**config.mk**
```make
export PLATFORM = sky130hd
export DESIGN_NAME = cursor_ring_overlay_top
export DESIGN_NICKNAME = d
export VERILOG_FILES = /design/src/cro_pkg.sv /design/src/cursor_ring_overlay_top.sv
export SDC_FILE = /design/constraint.sdc
export NUM_CORES = 2
export LEC_CHECK = 0
export BUFFER_PORTS_ARGS = -buffer_cell sky130_fd_sc_hd__clkbuf_2
export CAP_MARGIN = 20
export CORE_MARGIN = 2
export CORE_UTILIZATION = 60
export CTS_BUF_LIST = sky130_fd_sc_hd__clkbuf_4
export CTS_CLUSTER_SIZE = 28
export DETAILED_ROUTE_END_ITERATION = 8
export GPL_TIMING_DRIVEN = 0
export PLACE_DENSITY = 0.77
export SLEW_MARGIN = 20
export SYNTH_ARGS = -nofsm -noshare
export SYNTH_HDL_FRONTEND = slang
export SYNTH_SLANG_ARGS = --single-unit
```
**constraint.sdc**
```tcl
create_clock -name clk -period 12.9 [get_ports clk]
set_clock_uncertainty 0.2 [all_clocks]
set_input_delay 0.645 -clock clk [delete_from_list [all_inputs] [get_ports clk]]
set_output_delay 0.645 -clock clk [all_outputs]
set_load 0.005 [all_outputs]
```
**src/cro_pkg.sv**
```systemverilog
`timescale 1ns / 1ps

package cro_pkg;

	// Geometry and fixed point
	localparam int COORD_BITS     = 12;
	localparam int DIST_FRAC_BITS = 4;
	localparam int RAD_BITS       = 10;
	localparam int CHAN_BITS      = 8;
	localparam int CHAN_MAX       = 255;

	// Window reach is radius + 4, so every squared term fits in REACH_BITS
	localparam int REACH_BITS = RAD_BITS + 1;
	localparam int CMP_BITS   = (COORD_BITS > REACH_BITS) ? COORD_BITS : REACH_BITS;
	localparam int SQ_BITS    = 2 * REACH_BITS;
	localparam int SUM_BITS   = SQ_BITS + 1;
	localparam int ROOT_BITS  = (SUM_BITS + 2 * DIST_FRAC_BITS + 1) / 2;
	localparam int RAD_N_BITS = 2 * ROOT_BITS;
	localparam int REM_BITS   = ROOT_BITS + 2;

	// Root stages: a few digits per stage
	localparam int ITER_PER_STAGE = 4;
	localparam int SQRT_STAGES    = (ROOT_BITS + ITER_PER_STAGE - 1) / ITER_PER_STAGE;

	// Stroke shape in distance units
	localparam int HALF_STROKE = 5 << (DIST_FRAC_BITS - 2);
	localparam int FEATHER     = 2 << DIST_FRAC_BITS;
	localparam int FADE_BITS   = DIST_FRAC_BITS + 2;

	// Stream widths
	localparam int IN_FIELD_BITS = 2 * COORD_BITS + 4 * CHAN_BITS;
	localparam int IN_DATA_W     = ((IN_FIELD_BITS + 7) / 8) * 8;
	localparam int OUT_DATA_W    = 4 * CHAN_BITS;

	// Configuration port
	localparam int CFG_IDX_W  = 3;
	localparam int CFG_DATA_W = 12;

	typedef enum logic [CFG_IDX_W-1:0] {
		CFG_CENTER_X,
		CFG_CENTER_Y,
		CFG_RING_RADIUS,
		CFG_RING_RED,
		CFG_RING_GREEN,
		CFG_RING_BLUE
	} cfg_idx_t;

	typedef enum logic [1:0] {
		BL_PASS,
		BL_FULL,
		BL_MIX
	} blend_t;

	typedef struct packed {
		logic [CHAN_BITS-1:0] alpha;
		logic [CHAN_BITS-1:0] blue;
		logic [CHAN_BITS-1:0] green;
		logic [CHAN_BITS-1:0] red;
	} pix_t;

	// Digit-by-digit root state: radicand bits still to feed, remainder, root
	typedef struct packed {
		logic [RAD_N_BITS-1:0] rad;
		logic [REM_BITS-1:0]   rem;
		logic [ROOT_BITS-1:0]  root;
	} sqrt_t;

	// One restoring root digit
	function automatic sqrt_t sqrt_step(input sqrt_t st);
		logic [REM_BITS+1:0] cur;
		logic [REM_BITS+1:0] trial;
		sqrt_t nx;
		cur   = {st.rem, st.rad[RAD_N_BITS-1 -: 2]};
		trial = (REM_BITS + 2)'({st.root, 2'b01});
		nx.rad = {st.rad[RAD_N_BITS-3:0], 2'b00};
		if (cur >= trial) begin
			nx.rem  = REM_BITS'(cur - trial);
			nx.root = {st.root[ROOT_BITS-2:0], 1'b1};
		end else begin
			nx.rem  = REM_BITS'(cur);
			nx.root = {st.root[ROOT_BITS-2:0], 1'b0};
		end
		return nx;
	endfunction

	// Digits of one root stage; the last stage may run short
	function automatic sqrt_t sqrt_stage(input sqrt_t st, input int first);
		sqrt_t cur;
		cur = st;
		for (int i = 0; i < ITER_PER_STAGE; i++) begin
			if (first + i < ROOT_BITS) begin
				cur = sqrt_step(cur);
			end
		end
		return cur;
	endfunction

	// Floor of x / 255 for x below 255 * 256
	function automatic logic [CHAN_BITS-1:0] div255(input logic [2*CHAN_BITS-1:0] x);
		logic [2*CHAN_BITS:0] t;
		t = (2 * CHAN_BITS + 1)'(x) + (2 * CHAN_BITS + 1)'(x >> CHAN_BITS)
			+ (2 * CHAN_BITS + 1)'(1);
		return CHAN_BITS'(t >> CHAN_BITS);
	endfunction

endpackage

```
**src/cursor_ring_overlay_top.sv**
```systemverilog
`timescale 1ns / 1ps
// Throughput: one pixel per clock while the output is not stalled; the radius root runs
// four digits per stage over four stages, with squaring, blend multiply and the divide
// by 255 in stages of their own. A stalled output backs up stage by stage; empty stages
// keep filling meanwhile.
// Reset (arst_n low, asynchronous) clears every stage valid bit and sets the
// ring registers to centre 0,0, radius 16 and colour black.

module cursor_ring_overlay_top (
	input  logic                             clk,
	input  logic                             arst_n,
	// cfg: register index and write data
	input  logic                             cfg_valid,
	output logic                             cfg_ready,
	input  logic [cro_pkg::CFG_IDX_W-1:0]    cfg_index,
	input  logic [cro_pkg::CFG_DATA_W-1:0]   cfg_data,
	// s_tdata, low bit up: pix_x, pix_y, in_red, in_green, in_blue, in_alpha
	input  logic                             s_tvalid,
	output logic                             s_tready,
	input  logic [cro_pkg::IN_DATA_W-1:0]    s_tdata,
	// m_tdata, low bit up: out_red, out_green, out_blue, out_alpha
	output logic                             m_tvalid,
	input  logic                             m_tready,
	output logic [cro_pkg::OUT_DATA_W-1:0]   m_tdata
);

	localparam int CB      = cro_pkg::COORD_BITS;
	localparam int CW      = cro_pkg::CHAN_BITS;
	localparam int S_DIFF  = 1;
	localparam int S_SQ    = 2;
	localparam int S_SUM   = 3;
	localparam int S_ROOT  = 4;
	localparam int S_ALPHA = S_ROOT + cro_pkg::SQRT_STAGES;
	localparam int S_MIX   = S_ALPHA + 1;
	localparam int STAGES  = S_MIX + 1;

	// Ring registers
	logic [CB-1:0]                  center_x_q;
	logic [CB-1:0]                  center_y_q;
	logic [cro_pkg::RAD_BITS-1:0]   ring_radius_q;
	logic [CW-1:0]                  ring_red_q;
	logic [CW-1:0]                  ring_green_q;
	logic [CW-1:0]                  ring_blue_q;

	assign cfg_ready = 1'b1;

	// Write a ring register; unknown indexes do nothing
	always_ff @(posedge clk or negedge arst_n) begin
		if (!arst_n) begin
			center_x_q    <= '0;
			center_y_q    <= '0;
			ring_radius_q <= cro_pkg::RAD_BITS'(16);
			ring_red_q    <= '0;
			ring_green_q  <= '0;
			ring_blue_q   <= '0;
		end else if (cfg_valid && cfg_ready) begin
			unique case (cro_pkg::cfg_idx_t'(cfg_index))
				cro_pkg::CFG_CENTER_X:    center_x_q    <= CB'(cfg_data);
				cro_pkg::CFG_CENTER_Y:    center_y_q    <= CB'(cfg_data);
				cro_pkg::CFG_RING_RADIUS: ring_radius_q <= cro_pkg::RAD_BITS'(cfg_data);
				cro_pkg::CFG_RING_RED:    ring_red_q    <= CW'(cfg_data);
				cro_pkg::CFG_RING_GREEN:  ring_green_q  <= CW'(cfg_data);
				cro_pkg::CFG_RING_BLUE:   ring_blue_q   <= CW'(cfg_data);
				default: ;
			endcase
		end
	end

	// Stage handshake: a stage loads when it is empty or its content moves on
	logic [STAGES:1] valid_q;
	logic [STAGES:1] en;

	always_comb begin
		en[STAGES] = ~valid_q[STAGES] | m_tready;
		for (int k = STAGES - 1; k >= 1; k--) begin
			en[k] = ~valid_q[k] | en[k+1];
		end
	end

	assign s_tready = en[1];
	assign m_tvalid = valid_q[STAGES];

	// Advance valid bits
	always_ff @(posedge clk or negedge arst_n) begin
		if (!arst_n) begin
			valid_q <= '0;
		end else begin
			if (en[1]) begin
				valid_q[1] <= s_tvalid;
			end
			for (int k = 2; k <= STAGES; k++) begin
				if (en[k]) begin
					valid_q[k] <= valid_q[k-1];
				end
			end
		end
	end

	// Unpack the input request
	logic [CB-1:0]   in_x;
	logic [CB-1:0]   in_y;
	cro_pkg::pix_t   in_pix;

	assign in_x         = s_tdata[CB-1:0];
	assign in_y         = s_tdata[2*CB-1:CB];
	assign in_pix.red   = s_tdata[2*CB+CW-1:2*CB];
	assign in_pix.green = s_tdata[2*CB+2*CW-1:2*CB+CW];
	assign in_pix.blue  = s_tdata[2*CB+3*CW-1:2*CB+2*CW];
	assign in_pix.alpha = s_tdata[2*CB+4*CW-1:2*CB+3*CW];

	// Pixel and window flag travel with the item
	cro_pkg::pix_t pix_q [1:STAGES-1];
	logic          far_q [1:S_ALPHA-1];

	always_ff @(posedge clk) begin
		if (en[1]) begin
			pix_q[1] <= in_pix;
		end
		for (int k = 2; k <= STAGES - 1; k++) begin
			if (en[k]) begin
				pix_q[k] <= pix_q[k-1];
			end
		end
	end

	// Stage 1: offsets from centre and window test
	logic [CB-1:0]                    dx_c;
	logic [CB-1:0]                    dy_c;
	logic [cro_pkg::REACH_BITS-1:0]   reach_c;
	logic [CB-1:0]                    dx_s1;
	logic [CB-1:0]                    dy_s1;

	always_comb begin
		dx_c    = (in_x >= center_x_q) ? in_x - center_x_q : center_x_q - in_x;
		dy_c    = (in_y >= center_y_q) ? in_y - center_y_q : center_y_q - in_y;
		reach_c = cro_pkg::REACH_BITS'(ring_radius_q) + cro_pkg::REACH_BITS'(4);
	end

	always_ff @(posedge clk) begin
		if (en[S_DIFF]) begin
			dx_s1    <= dx_c;
			dy_s1    <= dy_c;
			far_q[1] <= (cro_pkg::CMP_BITS'(dx_c) > cro_pkg::CMP_BITS'(reach_c))
				|| (cro_pkg::CMP_BITS'(dy_c) > cro_pkg::CMP_BITS'(reach_c));
		end
		for (int k = 2; k <= S_ALPHA - 1; k++) begin
			if (en[k]) begin
				far_q[k] <= far_q[k-1];
			end
		end
	end

	// Stage 2: squares; offsets outside the window are cut and later ignored
	logic [cro_pkg::REACH_BITS-1:0] dxn_c;
	logic [cro_pkg::REACH_BITS-1:0] dyn_c;
	logic [cro_pkg::SQ_BITS-1:0]    sqx_s2;
	logic [cro_pkg::SQ_BITS-1:0]    sqy_s2;

	assign dxn_c = cro_pkg::REACH_BITS'(dx_s1);
	assign dyn_c = cro_pkg::REACH_BITS'(dy_s1);

	always_ff @(posedge clk) begin
		if (en[S_SQ]) begin
			sqx_s2 <= cro_pkg::SQ_BITS'(dxn_c) * cro_pkg::SQ_BITS'(dxn_c);
			sqy_s2 <= cro_pkg::SQ_BITS'(dyn_c) * cro_pkg::SQ_BITS'(dyn_c);
		end
	end

	// Stage 3: sum of squares, scaled for the fraction bits of the root
	cro_pkg::sqrt_t root_s3;
	logic [cro_pkg::SUM_BITS-1:0] sum_c;

	assign sum_c = cro_pkg::SUM_BITS'(sqx_s2) + cro_pkg::SUM_BITS'(sqy_s2);

	always_ff @(posedge clk) begin
		if (en[S_SUM]) begin
			root_s3.rad  <= cro_pkg::RAD_N_BITS'(sum_c) << (2 * cro_pkg::DIST_FRAC_BITS);
			root_s3.rem  <= '0;
			root_s3.root <= '0;
		end
	end

	// Root stages: a group of digits each
	cro_pkg::sqrt_t root_q [cro_pkg::SQRT_STAGES];

	for (genvar j = 0; j < cro_pkg::SQRT_STAGES; j++) begin : g_root
		cro_pkg::sqrt_t prev;
		if (j == 0) begin : g_first
			assign prev = root_s3;
		end else begin : g_next
			assign prev = root_q[j-1];
		end
		always_ff @(posedge clk) begin
			if (en[S_ROOT+j]) begin
				root_q[j] <= cro_pkg::sqrt_stage(prev, j * cro_pkg::ITER_PER_STAGE);
			end
		end
	end

	// Alpha stage: stroke error against radius and fade
	logic [cro_pkg::ROOT_BITS-1:0]   dist_c;
	logic [cro_pkg::ROOT_BITS-1:0]   rq_c;
	logic [cro_pkg::ROOT_BITS-1:0]   err_c;
	logic [cro_pkg::ROOT_BITS-1:0]   fade_full_c;
	logic [cro_pkg::FADE_BITS-1:0]   fade_c;
	logic [cro_pkg::FADE_BITS+CW-1:0] fade_prod_c;
	logic [CW-1:0]                   alpha_c;
	logic [CW-1:0]                   alpha_s8;

	always_comb begin
		dist_c      = root_q[cro_pkg::SQRT_STAGES-1].root;
		rq_c        = cro_pkg::ROOT_BITS'(ring_radius_q) << cro_pkg::DIST_FRAC_BITS;
		err_c       = (dist_c >= rq_c) ? dist_c - rq_c : rq_c - dist_c;
		fade_full_c = cro_pkg::ROOT_BITS'(cro_pkg::HALF_STROKE + cro_pkg::FEATHER) - err_c;
		fade_c      = cro_pkg::FADE_BITS'(fade_full_c);
		// times 255 as a shift and subtract, then divide by the feather width
		fade_prod_c = ((cro_pkg::FADE_BITS + CW)'(fade_c) << CW)
			- (cro_pkg::FADE_BITS + CW)'(fade_c);
		if (far_q[S_ALPHA-1]) begin
			alpha_c = '0;
		end else if (err_c <= cro_pkg::ROOT_BITS'(cro_pkg::HALF_STROKE)) begin
			alpha_c = CW'(cro_pkg::CHAN_MAX);
		end else if (err_c >= cro_pkg::ROOT_BITS'(cro_pkg::HALF_STROKE + cro_pkg::FEATHER)) begin
			alpha_c = '0;
		end else begin
			alpha_c = CW'(fade_prod_c >> (cro_pkg::DIST_FRAC_BITS + 1));
		end
	end

	always_ff @(posedge clk) begin
		if (en[S_ALPHA]) begin
			alpha_s8 <= alpha_c;
		end
	end

	// Mix stage: weighted sums per channel and blend kind
	logic [2*CW-1:0]  mix_red_s9;
	logic [2*CW-1:0]  mix_green_s9;
	logic [2*CW-1:0]  mix_blue_s9;
	cro_pkg::blend_t  mode_s9;
	logic [CW-1:0]    inv_alpha_c;
	cro_pkg::pix_t    pix_mix_c;

	assign inv_alpha_c = CW'(cro_pkg::CHAN_MAX) - alpha_s8;
	assign pix_mix_c   = pix_q[S_ALPHA];

	always_ff @(posedge clk) begin
		if (en[S_MIX]) begin
			mix_red_s9   <= (2 * CW)'(ring_red_q) * (2 * CW)'(alpha_s8)
				+ (2 * CW)'(pix_mix_c.red) * (2 * CW)'(inv_alpha_c);
			mix_green_s9 <= (2 * CW)'(ring_green_q) * (2 * CW)'(alpha_s8)
				+ (2 * CW)'(pix_mix_c.green) * (2 * CW)'(inv_alpha_c);
			mix_blue_s9  <= (2 * CW)'(ring_blue_q) * (2 * CW)'(alpha_s8)
				+ (2 * CW)'(pix_mix_c.blue) * (2 * CW)'(inv_alpha_c);
			if (alpha_s8 == CW'(cro_pkg::CHAN_MAX)) begin
				mode_s9 <= cro_pkg::BL_FULL;
			end else if (alpha_s8 == '0) begin
				mode_s9 <= cro_pkg::BL_PASS;
			end else begin
				mode_s9 <= cro_pkg::BL_MIX;
			end
		end
	end

	// Output stage: divide by 255 and select the result
	cro_pkg::pix_t out_c;
	cro_pkg::pix_t out_s10;
	cro_pkg::pix_t pix_out_c;

	assign pix_out_c = pix_q[S_MIX];

	always_comb begin
		case (mode_s9)
			cro_pkg::BL_FULL: begin
				out_c.red   = ring_red_q;
				out_c.green = ring_green_q;
				out_c.blue  = ring_blue_q;
				out_c.alpha = CW'(cro_pkg::CHAN_MAX);
			end
			cro_pkg::BL_MIX: begin
				out_c.red   = cro_pkg::div255(mix_red_s9);
				out_c.green = cro_pkg::div255(mix_green_s9);
				out_c.blue  = cro_pkg::div255(mix_blue_s9);
				out_c.alpha = CW'(cro_pkg::CHAN_MAX);
			end
			default: begin
				out_c = pix_out_c;
			end
		endcase
	end

	always_ff @(posedge clk) begin
		if (en[STAGES]) begin
			out_s10 <= out_c;
		end
	end

	assign m_tdata = {out_s10.alpha, out_s10.blue, out_s10.green, out_s10.red};

	// A ready output lets the whole pipe move
	a_ready_chain: assert property (@(posedge clk) disable iff (!arst_n)
		m_tready |-> s_tready)
		else $error("input stalled while output is ready");

	// Pixels outside the window get no ring
	a_far_clear: assert property (@(posedge clk) disable iff (!arst_n)
		(en[S_ALPHA] && valid_q[S_ALPHA-1] && far_q[S_ALPHA-1]) |=> (alpha_s8 == '0))
		else $error("ring alpha set outside the window");

	// Full coverage selects the ring colour
	a_full_mode: assert property (@(posedge clk) disable iff (!arst_n)
		(en[S_MIX] && valid_q[S_ALPHA] && alpha_s8 == CW'(cro_pkg::CHAN_MAX))
		|=> (mode_s9 == cro_pkg::BL_FULL))
		else $error("full alpha not blended as ring colour");

	// Pass-through keeps the incoming pixel
	a_pass_keep: assert property (@(posedge clk) disable iff (!arst_n)
		(en[STAGES] && valid_q[S_MIX] && mode_s9 == cro_pkg::BL_PASS)
		|=> (out_s10 == $past(pix_out_c)))
		else $error("pass-through pixel altered");

endmodule

```
**Yosys cells after proc, flatten, opt, wreduce, memory -nomap -nowiden**

Memories as Yosys holds them, arrays and structs flattened.
Index checks and enable logic that the tools add are counted.

- Add/sub/neg operators: 36
- $mul: 8
- Magnitude comparators: 23
- Eq/ne operators: 8
- Mux-type cells: 57
- Bitwise gates (word level): 20
- Reduce and logical (&&, ||, !) cells: 9

Operator list:

| operator | number |
|---|---|
| two-way mux 66 bit | 16 |
| two-way mux 34 bit | 16 |
| >= comparator 20 x 18 -> 1 bit | 15 |
| subtractor 18 bit | 15 |
| multiplier 8 x 8 -> 16 bit | 6 |
| case mux 32 bit (2 select lines) | 1 |
| adder 16 x 1 -> 16 bit, second input constant | 3 |
| adder 16 bit | 3 |
| adder 16 x 8 -> 16 bit | 3 |
| subtractor 12 bit | 4 |
| multiplier 11 x 11 -> 22 bit | 2 |
| >= comparator 12 bit | 2 |
| greater-than comparator 12 x 11 -> 1 bit | 2 |
| two-way mux 12 bit | 2 |
| adder 22 x 22 -> 23 bit | 1 |
| two-way mux 1 bit | 18 |
| >= comparator 16 x 14 -> 1 bit | 1 |
| >= comparator 16 x 6 -> 1 bit, second input constant | 1 |
| less-or-equal comparator 16 x 5 -> 1 bit, second input constant | 1 |
| two-way mux 16 bit | 1 |
| two-way mux 8 bit | 2 |
| subtractor 14 x 16 -> 16 bit | 1 |
| subtractor 16 x 14 -> 16 bit | 1 |
| subtractor 13 x 6 -> 13 bit | 1 |
| 18 further kinds | 43 |

- Register bits: 247
- Bits in writable memories: 559
- Input bits: 76
- Output and inout bits: 35
- Word-level logic and storage cells: 194
- Memories kept: 3

Memories:

| memory | depth | width | read ports | clocked after Yosys merged registers in | write ports | line | RTL |
|---|---|---|---|---|---|---|---|
| pix_q | 9 | 32 | 9 | 0 | 9 | cursor_ring_overlay_top.sv:112 | `cro_pkg::pix_t pix_q [1:STAGES-1];` |
| root_q | 4 | 66 | 4 | 0 | 4 | cursor_ring_overlay_top.sv:184 | `cro_pkg::sqrt_t root_q [cro_pkg::SQRT_STAGES];` |
| far_q | 7 | 1 | 7 | 0 | 7 | cursor_ring_overlay_top.sv:113 | `logic far_q [1:S_ALPHA-1];` |

**Depth between registers and ports, before layout**

- Depth after elaboration: 18
- Mapped depth: 61
- Mapped depth without buffers: 55

**Worst setup path before layout**

No wires, ideal clock.

- Path type: flip-flop to flip-flop
- Start point: memory root_q[2][0] in the netlist's numbering
- End point: memory root_q[3][17] in the netlist's numbering (data pin)
- Library setup time: 0.270 ns
- Data arrival time: 10.093 ns
- Required time: 12.430 ns
- Path slack: 2.337 ns
- Cell stages (with the launch flop): 61
- Path buffers: 6
- Period minus slack after synthesis: 10.563 ns
- Cell sequence: edfxtp_1 > inv_1 > ha_1 > inv_1 > fa_1 > nor2b_1 > o21ai_0 > a21boi_0 > o21ai_0 > a21boi_0 > o311a_1 > o21ai_1 > nand3_1 > inv_1 > clkbuf_1 > clkbuf_1 > o21ai_0 > ha_1 > [25 not listed] > a221oi_1 > and4_1 > clkbuf_1 > clkbuf_1 > o21a_1 > ha_1 > a21oi_1 > nor2b_1 > o21ai_0 > nand2b_1 > a21oi_1 > nor2b_1 > o21ai_0 > nand2b_1 > a21oi_1 > o221ai_1 > nor2_1 > o211ai_1

RTL lines:

| item | line |
|---|---|
| start, declared | cursor_ring_overlay_top.sv:184 |

==> impl_metrics.tcl <==
set metrics [dict create \
    critPathArrivalTime_ns 12.63 \
    ys_seq_area_share_pct 35.7 \
    yosys_warnings 0 \
    hp-start "s_tdata[9]" \
    r2r-end "root_q[2][28]" \
    grt_pass1_wl_um 206000 \
    syn_area_per_cell_um2 10.7 \
    io_pins 111 \
    drt-wirelength-per-cell_um 18.8 \
    drive_above_1_share_pct 10.2 \
    worst_slew_pin_slew_ns 0.913 \
    hold_path_end "dx_s1[9]" \
    clk_pin_slew_ns 0.07 \
    postRouteWirelength_um 127000 \
    core_area_um2 89900 \
    start_util_pct 60.5 \
    area_delta_synth_final_pct 10.1 \
    rr_startpoint "root_q[1][3]" \
    n_fill_cell 6953 \
    die_area_um2 93100 \
    row_count 110 \
    synth_common_cells "inv_1, edfxtp_1, ha_1, fa_1, nand2_1" \
    cts_tree "yes" \
    gp_congestion 0.902 \
    cts_root_buf "clkbuf_4" \
    ys_ff_latch 658 \
    cts_buffer_depth 3 \
    timing.final.crit_period_ns 12.04 \
    yosys.area.top_type "edfxtp_1" \
    drv_slew 0 \
    required_ns 13.49 \
    die_x_um 305 \
    grt_remaining_overflow 0 \
    rsz0062_at_grt "no" \
    nets 6534 \
    setup_tns_ns 0 \
    post-route-drc-count 0 \
    outcome "complete, no violations" \
    setup_violations 0 \
    critPathLaunchType "flip-flop" \
    cpMostUsedCell "a21o_1" \
    clkSinkCount 658 \
    hpwl_um 97200 \
    cts.htree.levels 4 \
    netlist-cell-type-count 107 \
    syn_inst 5104 \
    first_iter_violations 2751 \
    drv_cap 0 \
    clkLatencyLatePin_ns 1.09 \
    slew_headroom_pct 39.2 \
    hold_class "input port to flip-flop" \
    synthFlopType "edfxtp_1" \
    finalCritPeriodShare_pct 93.3 \
    vias 38600 \
    cp_slowest_cell "or4_1" \
    fp.dieH_um 305 \
    utilization_pct 66.6 \
    cp-startpoint "root_q[1][3]" \
    final_hold_viol_count 0 \
    final_area_um2 59900 \
    antenna_found_initial 6 \
    grt_pass1_vias 40300 \
    crit_path_end_kind "flip-flop" \
    first_pass_iters 6 \
    async_reset_ff_share_pct 10.3 \
    grt_util_all_layers_pct 28.2 \
    cp_max_fo 10 \
    synth_top_area_share_pct 32.6 \
    grt_max_degree 68 \
    syn-cell-area_um2 54400 \
    fmax_mhz 83.1 \
    synth_edf_count 590 \
    min_path_cells 4 \
    cts-buffers-inserted 173 \
    ant_nets 0 \
    critPathKind "flip-flop to flip-flop" \
    post_dp_cell_area_um2 56800 \
    io_buffers 108 \
    yosys.cell_count.top_type "inv_1" \
    vias_per_cell 5.67 \
    rr_worst_depth 49 \
    ys_top_cells_by_area "edfxtp_1, fa_1, ha_1" \
    r2r_slack_ns 0.86 \
    critPathMaxStageDelay_ns 0.55 \
]
-- kinds of logic (layout without fill, tap and decap cells) --
kind of cell             after synthesis  after routing  synth area share, %
AND/OR/NAND/NOR                     1305           1305                 12.7
adder cells (fa/ha/maj)              980            980                 28.3
buffers and inverters                922           1432                 6.46
AO/OA/AOI/OAI                        838            838                 9.99
flip-flops                           658            658                 35.7
XOR/XNOR                             305            305                 4.91
multiplexers                          94             94                 1.89
other                                  2              9               0.0138
-- cell type report --
cell class                 instances  area [µm²]  area share (%)
inverter                         765        2880            4.82
timing repair buffer             199        1590            2.65
clock inverter                    64         409           0.683
clock buffer                     249        1870            3.12
tap                             1176        1470            2.46
antenna                            5        12.5          0.0209
buffer                           155         642            1.07
sequential                       658       19400            32.4
multi-input combinational       3526       31600            52.8
-- metal layers --
layer  GRT usage, %  share of wire, %
met5              0             0.010
met4           14.9               5.2
met3           4.50               5.5
met2           48.6                49
met1           34.2                40
-- state kept, by name (all words and copies together) (netlist names) --
name           count
pix_q            288
root_q           118
m_tdata           32
g_root.prev       23
sqx_s2            21
sqy_s2            21
mix_blue_s9       16
mix_green_s9      16
mix_red_s9        16
center_x_q        12
center_y_q        12
dx_s1             11
dy_s1             11
ring_radius_q     10
valid_q           10
alpha_s8           8
ring_blue_q        8
ring_green_q       8
ring_red_q         8
far_q              7
mode_s9            2
-- cells in the final DEF (no fill, tap or decap), types with 66 or more instances in the layout --
| cell type | count |
|---|---|
| a21oi_1 | 271 |
| and2_1 | 180 |
| clkbuf_1 | 121 |
| clkbuf_2 | 112 |
| clkbuf_4 | 249 |
| dfrtp_1 | 67 |
| dlygate4sd3_1 | 73 |
| edfxtp_1 | 590 |
| fa_1 | 420 |
| ha_1 | 560 |
| inv_1 | 756 |
| nand2_1 | 319 |
| nand2b_1 | 115 |
| nor2_1 | 202 |
| nor2b_1 | 178 |
| nor3_1 | 71 |
| o21ai_0 | 175 |
| o21bai_1 | 66 |
| xnor2_1 | 238 |
| xor2_1 | 67 |
-- through the flow --
stage | worst slack [ns] | hold slack (ns) | std cells
2_1_floorplan | 2.34 | 0.149 | 5106
3_3_place_gp | -0.250 | 0.200 | 6390
3_5_place_dp | -0.382 | 0.205 | 6405
4_1_cts | 0.117 | 0.000479 | 6792
5_1_grt | 0.00147 | 0.0296 | 6797
6_report | 0.861 | 0.0972 | 6797
-- critical path, delay by kind of cell, from the launching register on --
kind / cells / cell delay (ns)
adders and majority gates: 4 / 1.46
muxes: 1 / 0.29
and+or+nand+nor: 15 / 3.58
AOI/OAI and AO/OA: 18 / 3.47
DFF: 1 / 0.35
buffers and inverters: 11 / 2.35
-- worst max path at each step --
stage / to / slack [ns] / cells after the start
2_1_floorplan: root_q[3][17] / 2.34 / 60
3_3_place_gp: root_q[3][17] / -0.25 / 60
3_5_place_dp: root_q[3][17] / -0.38 / 60
4_1_cts: root_q[3][17] / 0.12 / 61
5_1_grt: root_q[3][17] / 0.001 / 59
6_report: root_q[2][28] / 0.86 / 49
-- repair_timing --
item | 4_1_cts | 5_1_grt
hold endpoints to repair | 165 | 0
pin swaps | 0 | 2
cloned | 0 | 0
gates resized for setup | 4 | 17
setup buffers | 0 | 2
endpoints found under the setup margin | 1 | 20
hold buffers | 74 | 0
Power is left out: the tool's default activity adds up to more than one toggle a clock period on the data nets, which glitch-free logic cannot reach.
